`config.mk`:
```
export PLATFORM = sky130hd
export DESIGN_NAME = draw_area_scanout_hazard_tracker
export DESIGN_NICKNAME = d
export VERILOG_FILES = /design/src/hdl/dash_pkg.sv /design/src/hdl/dash_cell.sv /design/src/hdl/draw_area_scanout_hazard_tracker.sv
export VERILOG_INCLUDE_DIRS = /design/src /design/src/hdl
export SDC_FILE = /design/constraint.sdc
export NUM_CORES = 2
export LEC_CHECK = 0
export BUFFER_PORTS_ARGS = -buffer_cell sky130_fd_sc_hd__buf_2
export CORE_MARGIN = 5
export CORE_UTILIZATION = 60
export CTS_BUF_LIST = sky130_fd_sc_hd__clkbuf_2 sky130_fd_sc_hd__clkbuf_4 sky130_fd_sc_hd__clkbuf_8
export CTS_CLUSTER_DIAMETER = 150
export CTS_CLUSTER_SIZE = 14
export DETAILED_ROUTE_END_ITERATION = 6
export GPL_TIMING_DRIVEN = 0
export PLACE_DENSITY = 0.78
export SLEW_MARGIN = 5
export SYNTH_ARGS = -nofsm -noshare
export SYNTH_HDL_FRONTEND = slang
export SYNTH_SLANG_ARGS = --single-unit
```
`constraint.sdc`:
```
create_clock -name clk_i -period 5.2 [get_ports clk_i]
set_input_delay 0.78 -clock clk_i [delete_from_list [all_inputs] [get_ports clk_i]]
set_output_delay 0.78 -clock clk_i [all_outputs]
set_load 0.01 [all_outputs]
```
`src/hdl/draw_area_scanout_hazard_tracker_assert.svh`:
```
// Assertion macros used by the tracker top level.
`ifndef DRAW_AREA_SCANOUT_HAZARD_TRACKER_ASSERT_SVH
`define DRAW_AREA_SCANOUT_HAZARD_TRACKER_ASSERT_SVH

`ifndef SYNTHESIS
// Checked on clk_i, off while rst_ni is low.
`define DASH_ASSERT(lbl, prop, msg) \
  lbl: assert property (@(posedge clk_i) disable iff (!rst_ni) prop) else $error(msg);
// Checked on clk_i at every edge, reset included.
`define DASH_ASSERT_ALWAYS(lbl, prop, msg) \
  lbl: assert property (@(posedge clk_i) prop) else $error(msg);
`else
`define DASH_ASSERT(lbl, prop, msg)
`define DASH_ASSERT_ALWAYS(lbl, prop, msg)
`endif

`endif

```
`src/hdl/dash_pkg.sv`:
```
// Types and constants of the draw-area scanout hazard tracker.
`timescale 1ns / 1ps
package dash_pkg;

  localparam int unsigned PosW = 32;
  localparam int unsigned XW   = 10;
  localparam int unsigned YW   = 9;
  localparam int unsigned X1W  = 11;
  localparam int unsigned Y1W  = 10;

  // Scanout extents beyond these wrap around VRAM.
  localparam logic [X1W-1:0] ScanXLimit = 11'd1024;
  localparam logic [Y1W-1:0] ScanYLimit = 10'd512;

  typedef enum logic [1:0] {
    REQ_ADD_RECT  = 2'd0,
    REQ_ADD_WORDS = 2'd1,
    REQ_SCAN      = 2'd2
  } req_e;

  typedef enum logic [1:0] {
    DEC_NONE = 2'd0,
    DEC_WAIT = 2'd1,
    DEC_FULL = 2'd2
  } decision_e;

  typedef struct packed {
    logic [PosW-1:0] pos;
    logic [XW-1:0]   left;
    logic [YW-1:0]   top;
    logic [X1W-1:0]  right;
    logic [Y1W-1:0]  bottom;
  } area_t;

  typedef struct packed {
    logic [XW-1:0]   sx0;
    logic [YW-1:0]   sy0;
    logic [X1W-1:0]  sx1;
    logic [Y1W-1:0]  sy1;
    logic [PosW-1:0] used;
  } query_t;

  // Walk token handed from cell to cell.
  typedef struct packed {
    logic            vld;
    logic            done;
    logic            head;
    decision_e       dec;
    logic [PosW-1:0] tgt;
  } token_t;

endpackage

```
`src/hdl/dash_cell.sv`:
```
// One ring entry of the tracker plus its stage of the scanout walk.
`timescale 1ns / 1ps
module dash_cell
  import dash_pkg::*;
(
  input  logic   clk_i,
  input  logic   rst_ni,
  input  logic   ld_i,
  input  area_t  nbr_i,
  output area_t  ent_o,
  input  query_t qry_i,
  input  token_t tok_i,
  output token_t tok_o
);

  area_t  ent_q;
  token_t tok_q, tok_d;
  logic   xmiss, ymiss, retired;

  always_ff @(posedge clk_i or negedge rst_ni) begin
    if (!rst_ni) begin
      ent_q <= '0;
    end else if (ld_i) begin
      ent_q <= nbr_i;
    end
  end

  assign xmiss   = (qry_i.sx1 <= {1'b0, ent_q.left}) || (ent_q.right <= {1'b0, qry_i.sx0});
  assign ymiss   = (qry_i.sy1 <= {1'b0, ent_q.top}) || (ent_q.bottom <= {1'b0, qry_i.sy0});
  assign retired = qry_i.used >= ent_q.pos;

  always_comb begin
    tok_d = tok_i;
    if (tok_i.vld && !tok_i.done) begin
      tok_d.head = 1'b0;
      if (!xmiss && !ymiss) begin
        tok_d.done = 1'b1;
        if (tok_i.head) begin
          tok_d.dec = DEC_FULL;
          tok_d.tgt = '0;
        end else begin
          // nbr_i is the next newer entry here
          tok_d.dec = DEC_WAIT;
          tok_d.tgt = nbr_i.pos + 32'd1;
        end
      end else if (retired) begin
        tok_d.done = 1'b1;
        tok_d.dec  = DEC_NONE;
        tok_d.tgt  = '0;
      end
    end
  end

  always_ff @(posedge clk_i or negedge rst_ni) begin
    if (!rst_ni) begin
      tok_q <= '0;
    end else begin
      tok_q <= tok_d;
    end
  end

  assign ent_o = ent_q;
  assign tok_o = tok_q;

endmodule

```
`src/hdl/draw_area_scanout_hazard_tracker.sv`:
```
// Top level of the draw-area scanout hazard tracker.
//
//   channel | direction | handshake              | payload
//   in      | sink      | in_valid_i / in_ready_o | req_type_i .. consumer_idle_i
//   out     | source    | out_valid_o / out_ready_i | decision_o, target_pos_o
//
// Add beats leave the block ready; the next beat is taken in the following cycle.
// A scanout check walks a token down the row of AREA_ENTRIES cells, one cell a
// cycle, through the launch register and each cell's token register, and its
// result is then registered in the output register; no beat is taken until the
// result has entered the output register. Reset clears all entries to zero at
// once. A stalled output holds one more result in a holding register.
`timescale 1ns / 1ps
`include "draw_area_scanout_hazard_tracker_assert.svh"
module draw_area_scanout_hazard_tracker
  import dash_pkg::*;
#(
  parameter int unsigned AREA_ENTRIES = 8
) (
  input  logic             clk_i,
  input  logic             rst_ni,
  input  logic             in_valid_i,
  output logic             in_ready_o,
  input  logic [1:0]       req_type_i,
  input  logic [PosW-1:0]  stream_pos_i,
  input  logic             force_new_i,
  input  logic [XW-1:0]    rect_x0_i,
  input  logic [YW-1:0]    rect_y0_i,
  input  logic [X1W-1:0]   rect_x1_i,
  input  logic [Y1W-1:0]   rect_y1_i,
  input  logic [31:0]      area_word_tl_i,
  input  logic [31:0]      area_word_br_i,
  input  logic [PosW-1:0]  consumed_pos_i,
  input  logic [PosW-1:0]  added_pos_i,
  input  logic             consumer_idle_i,
  output logic             out_valid_o,
  input  logic             out_ready_i,
  output logic [1:0]       decision_o,
  output logic [PosW-1:0]  target_pos_o
);

  area_t  ent [AREA_ENTRIES];
  token_t tok [AREA_ENTRIES];

  area_t           new_area;
  logic            accept, add_acc, scan_acc, open_new;
  logic [PosW-1:0] pos_diff;
  query_t          qry_q;
  token_t          launch_q, launch_d;
  token_t          tail;
  decision_e       res_dec;
  logic [PosW-1:0] res_tgt;
  logic            busy_q, busy_d;
  logic            hold_vld_q, hold_vld_d;
  decision_e       hold_dec_q, hold_dec_d;
  logic [PosW-1:0] hold_tgt_q, hold_tgt_d;
  logic            out_vld_q, out_vld_d;
  decision_e       out_dec_q, out_dec_d;
  logic [PosW-1:0] out_tgt_q, out_tgt_d;
  logic            out_free;

  assign in_ready_o = !busy_q;
  assign accept     = in_valid_i && in_ready_o;

  always_comb begin
    add_acc  = 1'b0;
    scan_acc = 1'b0;
    new_area = '0;
    new_area.pos = stream_pos_i;
    unique case (req_type_i)
      REQ_ADD_RECT: begin
        add_acc         = accept;
        new_area.left   = rect_x0_i;
        new_area.top    = rect_y0_i;
        new_area.right  = rect_x1_i;
        new_area.bottom = rect_y1_i;
      end
      REQ_ADD_WORDS: begin
        // bottom-right word holds an inclusive corner
        add_acc         = accept;
        new_area.left   = area_word_tl_i[9:0];
        new_area.top    = area_word_tl_i[18:10];
        new_area.right  = {1'b0, area_word_br_i[9:0]} + 11'd1;
        new_area.bottom = {1'b0, area_word_br_i[18:10]} + 10'd1;
      end
      REQ_SCAN: scan_acc = accept;
      default: ;
    endcase
  end

  assign pos_diff = stream_pos_i - ent[0].pos;
  assign open_new = force_new_i || (pos_diff[PosW-1:1] != '0);

  // Cell 0 is the newest entry, the last cell the oldest; opening an entry
  // shifts the whole row by one.
  for (genvar k = 0; k < AREA_ENTRIES; k++) begin : g_cell
    if (k == 0) begin : g_head
      dash_cell u_cell (
        .clk_i  (clk_i),
        .rst_ni (rst_ni),
        .ld_i   (add_acc),
        .nbr_i  (new_area),
        .ent_o  (ent[k]),
        .qry_i  (qry_q),
        .tok_i  (launch_q),
        .tok_o  (tok[k])
      );
    end else begin : g_body
      dash_cell u_cell (
        .clk_i  (clk_i),
        .rst_ni (rst_ni),
        .ld_i   (add_acc && open_new),
        .nbr_i  (ent[k-1]),
        .ent_o  (ent[k]),
        .qry_i  (qry_q),
        .tok_i  (tok[k-1]),
        .tok_o  (tok[k])
      );
    end
  end

  // Early verdicts ride the chain already done, so every check has one latency.
  always_comb begin
    launch_d      = '0;
    launch_d.vld  = scan_acc;
    launch_d.head = 1'b1;
    launch_d.dec  = DEC_NONE;
    if (consumer_idle_i && (added_pos_i == consumed_pos_i)) begin
      launch_d.done = 1'b1;
    end else if (consumer_idle_i || (rect_x1_i > ScanXLimit) || (rect_y1_i > ScanYLimit)
                 || (ent[AREA_ENTRIES-1].pos > consumed_pos_i)) begin
      launch_d.done = 1'b1;
      launch_d.dec  = DEC_FULL;
    end
  end

  always_ff @(posedge clk_i) begin
    if (scan_acc) begin
      qry_q.sx0  <= rect_x0_i;
      qry_q.sy0  <= rect_y0_i;
      qry_q.sx1  <= rect_x1_i;
      qry_q.sy1  <= rect_y1_i;
      qry_q.used <= consumed_pos_i;
    end
  end

  always_ff @(posedge clk_i or negedge rst_ni) begin
    if (!rst_ni) begin
      launch_q <= '0;
    end else begin
      launch_q <= launch_d;
    end
  end

  // A token that ran off the end without a verdict points past the oldest entry.
  assign tail    = tok[AREA_ENTRIES-1];
  assign res_dec = tail.done ? tail.dec : DEC_WAIT;
  assign res_tgt = tail.done ? tail.tgt : (ent[AREA_ENTRIES-1].pos + 32'd1);

  assign out_free = !out_vld_q || out_ready_i;

  always_comb begin
    busy_d     = busy_q;
    hold_vld_d = hold_vld_q;
    hold_dec_d = hold_dec_q;
    hold_tgt_d = hold_tgt_q;
    out_vld_d  = out_vld_q && !out_ready_i;
    out_dec_d  = out_dec_q;
    out_tgt_d  = out_tgt_q;
    if (scan_acc) begin
      busy_d = 1'b1;
    end
    if (hold_vld_q) begin
      if (out_free) begin
        out_vld_d  = 1'b1;
        out_dec_d  = hold_dec_q;
        out_tgt_d  = hold_tgt_q;
        hold_vld_d = 1'b0;
        busy_d     = 1'b0;
      end
    end else if (tail.vld) begin
      if (out_free) begin
        out_vld_d = 1'b1;
        out_dec_d = res_dec;
        out_tgt_d = res_tgt;
        busy_d    = 1'b0;
      end else begin
        hold_vld_d = 1'b1;
        hold_dec_d = res_dec;
        hold_tgt_d = res_tgt;
      end
    end
  end

  always_ff @(posedge clk_i or negedge rst_ni) begin
    if (!rst_ni) begin
      busy_q     <= 1'b0;
      hold_vld_q <= 1'b0;
      out_vld_q  <= 1'b0;
    end else begin
      busy_q     <= busy_d;
      hold_vld_q <= hold_vld_d;
      out_vld_q  <= out_vld_d;
    end
  end

  always_ff @(posedge clk_i) begin
    hold_dec_q <= hold_dec_d;
    hold_tgt_q <= hold_tgt_d;
    out_dec_q  <= out_dec_d;
    out_tgt_q  <= out_tgt_d;
  end

  assign out_valid_o  = out_vld_q;
  assign decision_o   = out_dec_q;
  assign target_pos_o = out_tgt_q;

  `DASH_ASSERT(a_tail_no_hold, tail.vld |-> !hold_vld_q, "walk result while hold occupied")
  `DASH_ASSERT(a_ring_frozen, busy_q |=> $stable(ent[0].pos), "ring changed during walk")
  `DASH_ASSERT(a_tail_latency, tail.vld |-> $past(launch_q.vld, AREA_ENTRIES),
               "walk latency mismatch")
  `DASH_ASSERT(a_target_zero, out_valid_o && (decision_o != DEC_WAIT) |-> target_pos_o == '0,
               "target set without wait decision")
  `DASH_ASSERT_ALWAYS(a_hold_busy, hold_vld_q |-> busy_q, "held result while not busy")

endmodule

```
; Yosys cells after proc, flatten, opt, wreduce, memory -nomap -nowiden
; Index checks and enable logic that the tools add are counted.
[word_totals]
regBits = 1019
in_bits = 208
word_cells = 304
[op_classes]
add_sub_neg = 12
n_lt_le_gt_ge = 43
eq_ne = 3
n_mux = 75
bitwise = 2
n_reduce_logical = 74
[op_table]
columns = op, count
row1 = $mux W34, 24
row2 = $add A32 B1 Y32 const B, 9
row3 = $mux W36, 8
row4 = $ge A32 B32 Y1, 8
row5 = $le A11 B10 Y1, 16
row6 = $le A10 B9 Y1, 16
row7 = $mux W32, 5
row8 = $pmux W40 S2, 1
row9 = $eq A32 B32 Y1, 1
row10 = $gt A32 B32 Y1, 1
row11 = $sub A32 B32 Y32, 1
row12 = $reduce_bool A31 Y1, 1
row13 = $mux W1, 30
row14 = $logic_not A1 Y1, 27
row15 = $logic_or A1 B1 Y1, 21
row16 = $logic_and A1 B1 Y1, 20
row17 = $mux W2, 7
row18 = $add A10 B1 Y11 const B, 1
row19 = $gt A11 B11 Y1 const B, 1
row20 = $add A9 B1 Y10 const B, 1
row21 = $gt A10 B10 Y1 const B, 1
row22 = $reduce_and A3 Y1, 1
row23 = $eq A2 B1 Y1 const B, 1
row24 = $eq A2 B2 Y1 const B, 1
row25 = other kinds (5), 6

; Logic depth before layout (Yosys ltp)
[depth]
ltp_word = 7
ltp_mapped = 16
mapped_depth_nobuf = 13

; Cells and area by module
; A second synthesis with hierarchy kept.
[hier_totals]
cells_unflattened = 5968
hier_area_um2 = 59741.0
[by_module_without_submodules]
columns = module, instances, cells_per_inst, area_each_um2, seq_area_each_um2
row1 = dash_cell, 8, 623, 6236.0, 2727.6
row2 = draw_area_scanout_hazard_tracker, 1, 984, 9853.2, 4379.2

; Worst setup path after synthesis
; No wires, ideal clock.
[synth_timing]
kind = input to register
from = in stream_pos_i[0]
to = reg g_cell[5].g_body.u_cell.ent_q (netlist bit g_cell[5].g_body.u_cell.ent_o[1])
arrival_ns = 4.011
t_required_ns = 5.075
slack_ns = 1.064
path_stages = 16
path_buffers = 3
path_cell_list = nand2b_1 inv_1 fa_1 and2b_1 o21bai_4 a21boi_0 mux2_2 nor4_1 nand4_1 nor4_1 nand4_1 o41ai_2 buf_4 buf_8 buf_6 mux2_2
[synth_between]
elab_chain_cells = 4
[synth_lines]
columns = element, line_no
row1 = "start, declared", draw_area_scanout_hazard_tracker.sv:25  ; input logic [PosW-1:0] stream_pos_i,
row2 = $sub A32 B32 Y32, draw_area_scanout_hazard_tracker.sv:91  ; assign pos_diff = stream_pos_i - ent[0].pos;
row3 = $reduce_bool A31 Y1, draw_area_scanout_hazard_tracker.sv:92  ; assign open_new = force_new_i || (pos_diff[PosW-1:1] != '0);
row4 = $logic_or A1 B1 Y1, draw_area_scanout_hazard_tracker.sv:92
row5 = $logic_and A1 B1 Y1, draw_area_scanout_hazard_tracker.sv:112  ; .ld_i (add_acc && open_new),
row6 = "end signal, assigned", dash_cell.sv:24  ; ent_q <= nbr_i;
row7 = "end, declared", dash_cell.sv:16  ; area_t ent_q;
; No other way between the ends.
; A chain may end at the register's enable or synchronous reset.

==> summary.md <==
| Metric | Value |
|---|---|
| Run status | complete, but fails checks |
| Failing checks | max-capacitance violations, max-slew violations |
| Synth Area in Compound Gates | 12.1% |
| Cells taking the most area after synthesis | sky130_fd_sc_hd__dfrtp_1 (38%), sky130_fd_sc_hd__ha_1 (14%), sky130_fd_sc_hd__edfxtp_1 (7.2%) |
| Number of cell rows | 114 |
| Via Count | 41900 |
| Post-CTS setup buffer count | 0 |
| Half-perimeter wire length after detailed placement | 126000 um |
| Clock Latency Late Sink | 740 ps |
| Clk network pwr share | 14.3% |
| Uppermost signal routing layer after detailed routing | met5 |
| Worst reg2reg path startpoint | qry_q[63] |
| Count of TritonRoute iterations in the first routing pass | 5 |
| Hold Violations, Final | 0 |
| Switching power total | 12.1 mW |
| Distinct cell type count of the synthesized netlist | 82 |
| Worst Skew | 50.5 ps |
| Wire length on met2 | 69400 um |
| Endpoint kind of the worst setup timing path | flop |
| Max-cap check violation count | 1 |
| Syn nets | 6157 |
| Areal power density over the cells | 473 nW/um2 |
| Leak Pwr | 31.4 nW |
| Post-Route M1 WL | 68500 um |
| WL/cell | 22.4 um |
| Clock sink count | 1018 |
| Basic-gate share of the synthesized area counting and, or, nand and nor cells | 9.75% |
| Layout fillers | 7452 |
| Ys Warns | 0 |
| Maximum fanout along the worst path | 10 |
| Share of the clock period used by the worst path | 98.3% |
| Fraction of the yosys area taken by sequential cells | 44.8% |
| Largest net degree at the start of global routing | 120 |
| Combinational family with the most area after synthesis | adder cells |
| Share of the core filled with cells in the final layout | 65.0% |
| Worst Path Class, Setup | reg2reg |
| Switching part of the total power | 40.7% |
| Cell count after synthesis | 5315 |
| Vias in the first global route | 42500 |
| Mean instance size in the synthesized netlist | 11.0 um2 |
| Chip height | 322 um |
| Net total in the final layout | 6470 |
| Setup violations, final | 0 |
| Layout-stage area growth over the synthesis result | 7.53% |
| Antenna violations before repair | 10 |
| Synthesized flop and latch total | 1018 |
| Clk root buf | sky130_fd_sc_hd__clkbuf_8 |
| Type of the tightest min-delay check | in2async |
| IO Count | 244 |
| Cell type with the highest aggregate area in the netlist | sky130_fd_sc_hd__dfrtp_1 |
| Maximum clock path buffer count | 3 |
| Max-slew headroom | -4.21% |
| Comb pwr share | 44.2% |
| Area share of fa/ha/maj cells after synthesis | 13.6% |
| Crit path arrival time | 5740 ps |
| Share of synthesized registers carrying an async set or reset | 86.2% |
| Unrepaired setup endpoints after global routing | false |
| Top-area cell type share of the netlist area | 37.6% |
| Number of nets with antenna violations after detailed routing | 0 |
| Via count normalized by instance count | 6.05 |
| Clock slew seen by the registers of the worst setup and hold paths | 100 ps |
| Final-layout setup total negative slack | 0 ps |
| Dominant register cell in the synthesized netlist | sky130_fd_sc_hd__dfrtp_1 |
| RePlAce Congestion | 0.929 |
| Crit path required time | 5830 ps |
| Met3 wire length | 11500 um |
| Number of clock buffers inserted by TritonCTS | 82 |
| Total of buffers placed on input and output ports | 216 |
| Register-to-Register Path Depth | 14 |
| Netlist area before placement | 58400 um2 |
| Maximum achievable frequency | 196 MHz |
| Share of cells above drive strength 1 | 9.21% |
| Area share of xor/xnor cells in the synthesized design | 4.97% |
| Number of synthesized flops with an enable pin | 140 |
| Time the worst path needs with I/O delays and setup | 5110 ps |
| Die Width | 322 um |
| Slew at the pin closest to its max-slew limit | 1520 ps |
| Post-detailed-routing wire length | 155000 um |
| VDD IR max | 0.203 mV |
| CTS tree | done |
| Overall die area | 104000 um2 |
| Global router's overall resource usage | 29.7% |
| Share of synthesized area spent on multiplexers | 9.77% |
| Number of pins exceeding their max-slew limit in the final report | 2 |
| Number of H-tree branching levels | 3 |
| Area inside the core boundary | 96600 um2 |
| Share of total power in sequential cells | 41.5% |
| Post-synth top cells | sky130_fd_sc_hd__dfrtp_1 (878), sky130_fd_sc_hd__ha_1 (633), sky130_fd_sc_hd__inv_1 (500), sky130_fd_sc_hd__mux2i_1 (354), sky130_fd_sc_hd__xnor2_1 (274) |
| Effective utilization at floorplan | 60.4% |
| Dominant cell by count in the synthesized netlist | sky130_fd_sc_hd__dfrtp_1 |
| Internal | 17.6 mW |
| Total global routing overflow | 0 |
| Number of DRC violations after detailed-routing iteration 0 | 3775 |
| First-pass GRT wire length | 240000 um |
| Crit. Startpoint | qry_q[63] |
| Drt drc | 0 |
| Critical Path Start Type | flop |
| Total chip power | 29.7 mW |
-- cells in the final DEF, fill, tap and decap left out, types with 27 or more instances in the layout --
cell                       Yosys  final
sky130_fd_sc_hd__ha_1        633    633
sky130_fd_sc_hd__inv_1       500    500
sky130_fd_sc_hd__nand2_1     226    226
sky130_fd_sc_hd__dfrtp_1     878    878
sky130_fd_sc_hd__and3_1       30     30
sky130_fd_sc_hd__nor2_1      246    246
sky130_fd_sc_hd__o21ai_0     157    157
sky130_fd_sc_hd__clkbuf_1     88     88
sky130_fd_sc_hd__nor3b_1      29     27
sky130_fd_sc_hd__a211oi_1     40     40
sky130_fd_sc_hd__xnor2_1     274    274
sky130_fd_sc_hd__xor2_1       57     57
sky130_fd_sc_hd__edfxtp_1    140    140
sky130_fd_sc_hd__mux2i_1     354    354
sky130_fd_sc_hd__mux2_1      102    102
sky130_fd_sc_hd__nand4b_1     27     27
sky130_fd_sc_hd__nand2b_1     41     41
sky130_fd_sc_hd__nand4_1     130    130
sky130_fd_sc_hd__clkbuf_8      0     85
sky130_fd_sc_hd__a21oi_1     203    203
sky130_fd_sc_hd__a21o_1      175    175
sky130_fd_sc_hd__mux2_2       90     90
sky130_fd_sc_hd__buf_6        46     48
sky130_fd_sc_hd__o21a_1       49     48
sky130_fd_sc_hd__buf_2        10    225
sky130_fd_sc_hd__nor3_1       86     86
sky130_fd_sc_hd__nor4_1       39     37
sky130_fd_sc_hd__nand3_1     147    147
sky130_fd_sc_hd__a22o_1      216    216
sky130_fd_sc_hd__nor2b_1      57     57
-- area by class of cell --
class | instances | area [um2] | area share [%]
Inverter | 501 | 1880 | 3.00
Multi-Input combinational cell | 3639 | 29300 | 46.7
Clock buffer | 107 | 1340 | 2.13
Antenna cell | 4 | 10.0 | 0.0159
Sequential cell | 1018 | 26200 | 41.7
Timing Repair Buffer | 229 | 1370 | 2.18
Clock inverter | 3 | 45.0 | 0.0718
Tap cell | 1276 | 1600 | 2.54
Buffer | 157 | 1020 | 1.62
-- sequential cells by signal, summed over array words and instances (netlist names), 4 cells and up --
name and count:
g_cell.g_body.u_cell.ent_o 504, g_cell.g_body.u_cell.tok_o 258, g_cell.g_head.u_cell.ent_o 72, g_cell.g_head.u_cell.tok_o 37, hold_tgt_q 32, launch_q 4
qry_q 72, target_pos_o 32
-- worst max-delay path: stages, from the launching register on --
cell and delay [ps]:
sky130_fd_sc_hd__edfxtp_1 380, sky130_fd_sc_hd__inv_1 460, sky130_fd_sc_hd__ha_1 360, sky130_fd_sc_hd__nor2b_1 140, sky130_fd_sc_hd__o21a_1 170, sky130_fd_sc_hd__o21a_1 170
sky130_fd_sc_hd__o21a_1 170, sky130_fd_sc_hd__o21a_1 160, sky130_fd_sc_hd__o311ai_0 550, sky130_fd_sc_hd__a221oi_1 330, sky130_fd_sc_hd__a2111oi_0 770, sky130_fd_sc_hd__nand2b_1 190
sky130_fd_sc_hd__clkbuf_1 330, sky130_fd_sc_hd__clkbuf_1 540, sky130_fd_sc_hd__a22o_1 270
-- path summary, 6_finish.rpt --
path	slack, ps	to
max	90	g_cell[3].g_body.u_cell.tok_o[29]
min	50	g_cell[7].g_body.u_cell.ent_o[11]
max reg2reg	90	g_cell[3].g_body.u_cell.tok_o[29]
min reg2reg	400	g_cell[3].g_body.u_cell.tok_o[36]
max in group asynchronous	2470	g_cell[2].g_body.u_cell.ent_o[49]
min in group clk_i	220	qry_q[53]
-- power groups by stage --
stage          Clock, mW  Sequential [mW]  Combinational (mW)
3_3_place_gp           0             12.3                12.3
3_5_place_dp           0             12.4                13.0
6_report            4.25             12.3                13.1
2_1_floorplan          0             11.7                9.58
4_1_cts             4.33             12.2                13.0
5_1_grt             4.62             12.6                14.7
-- what timing repair did --
| item | in CTS | in global routing |
|---|---|---|
| endpoints found under the hold margin | 0 | 0 |
| gates resized for setup | 2 | 3 |
| setup endpoints to repair | 205 | 73 |
| hold buffers | 0 | 0 |
| gates cloned | 0 | 0 |
-- stage by stage --
step	hold WS, ps	std cells	cell area (um2)	worst slack [ps]
2_1_floorplan	354	5315	58400	1060
3_3_place_gp	361	6807	61000	-14820
3_5_place_dp	372	6820	61400	-528
4_1_cts	55.7	6930	62700	122
5_1_grt	128	6932	62800	33.0
6_report	46.5	6934	62800	90.0
-- cell families after synthesis --
kind of cell    after synthesis
fa+ha+maj                   634
buf+inv                     658
xor+xnor                    331
mux                         546
compound gates             1008
simple gates               1119
flops                      1018
other cells                   1
-- layer usage --
layer	vias up	global-route usage, %
li1	19700	-
met1	20500	42.7
met5	-	0
met2	1418	46.6
met4	6	10.4
met3	274	4.37
Note: power is estimated with default switching activity, not from simulation.
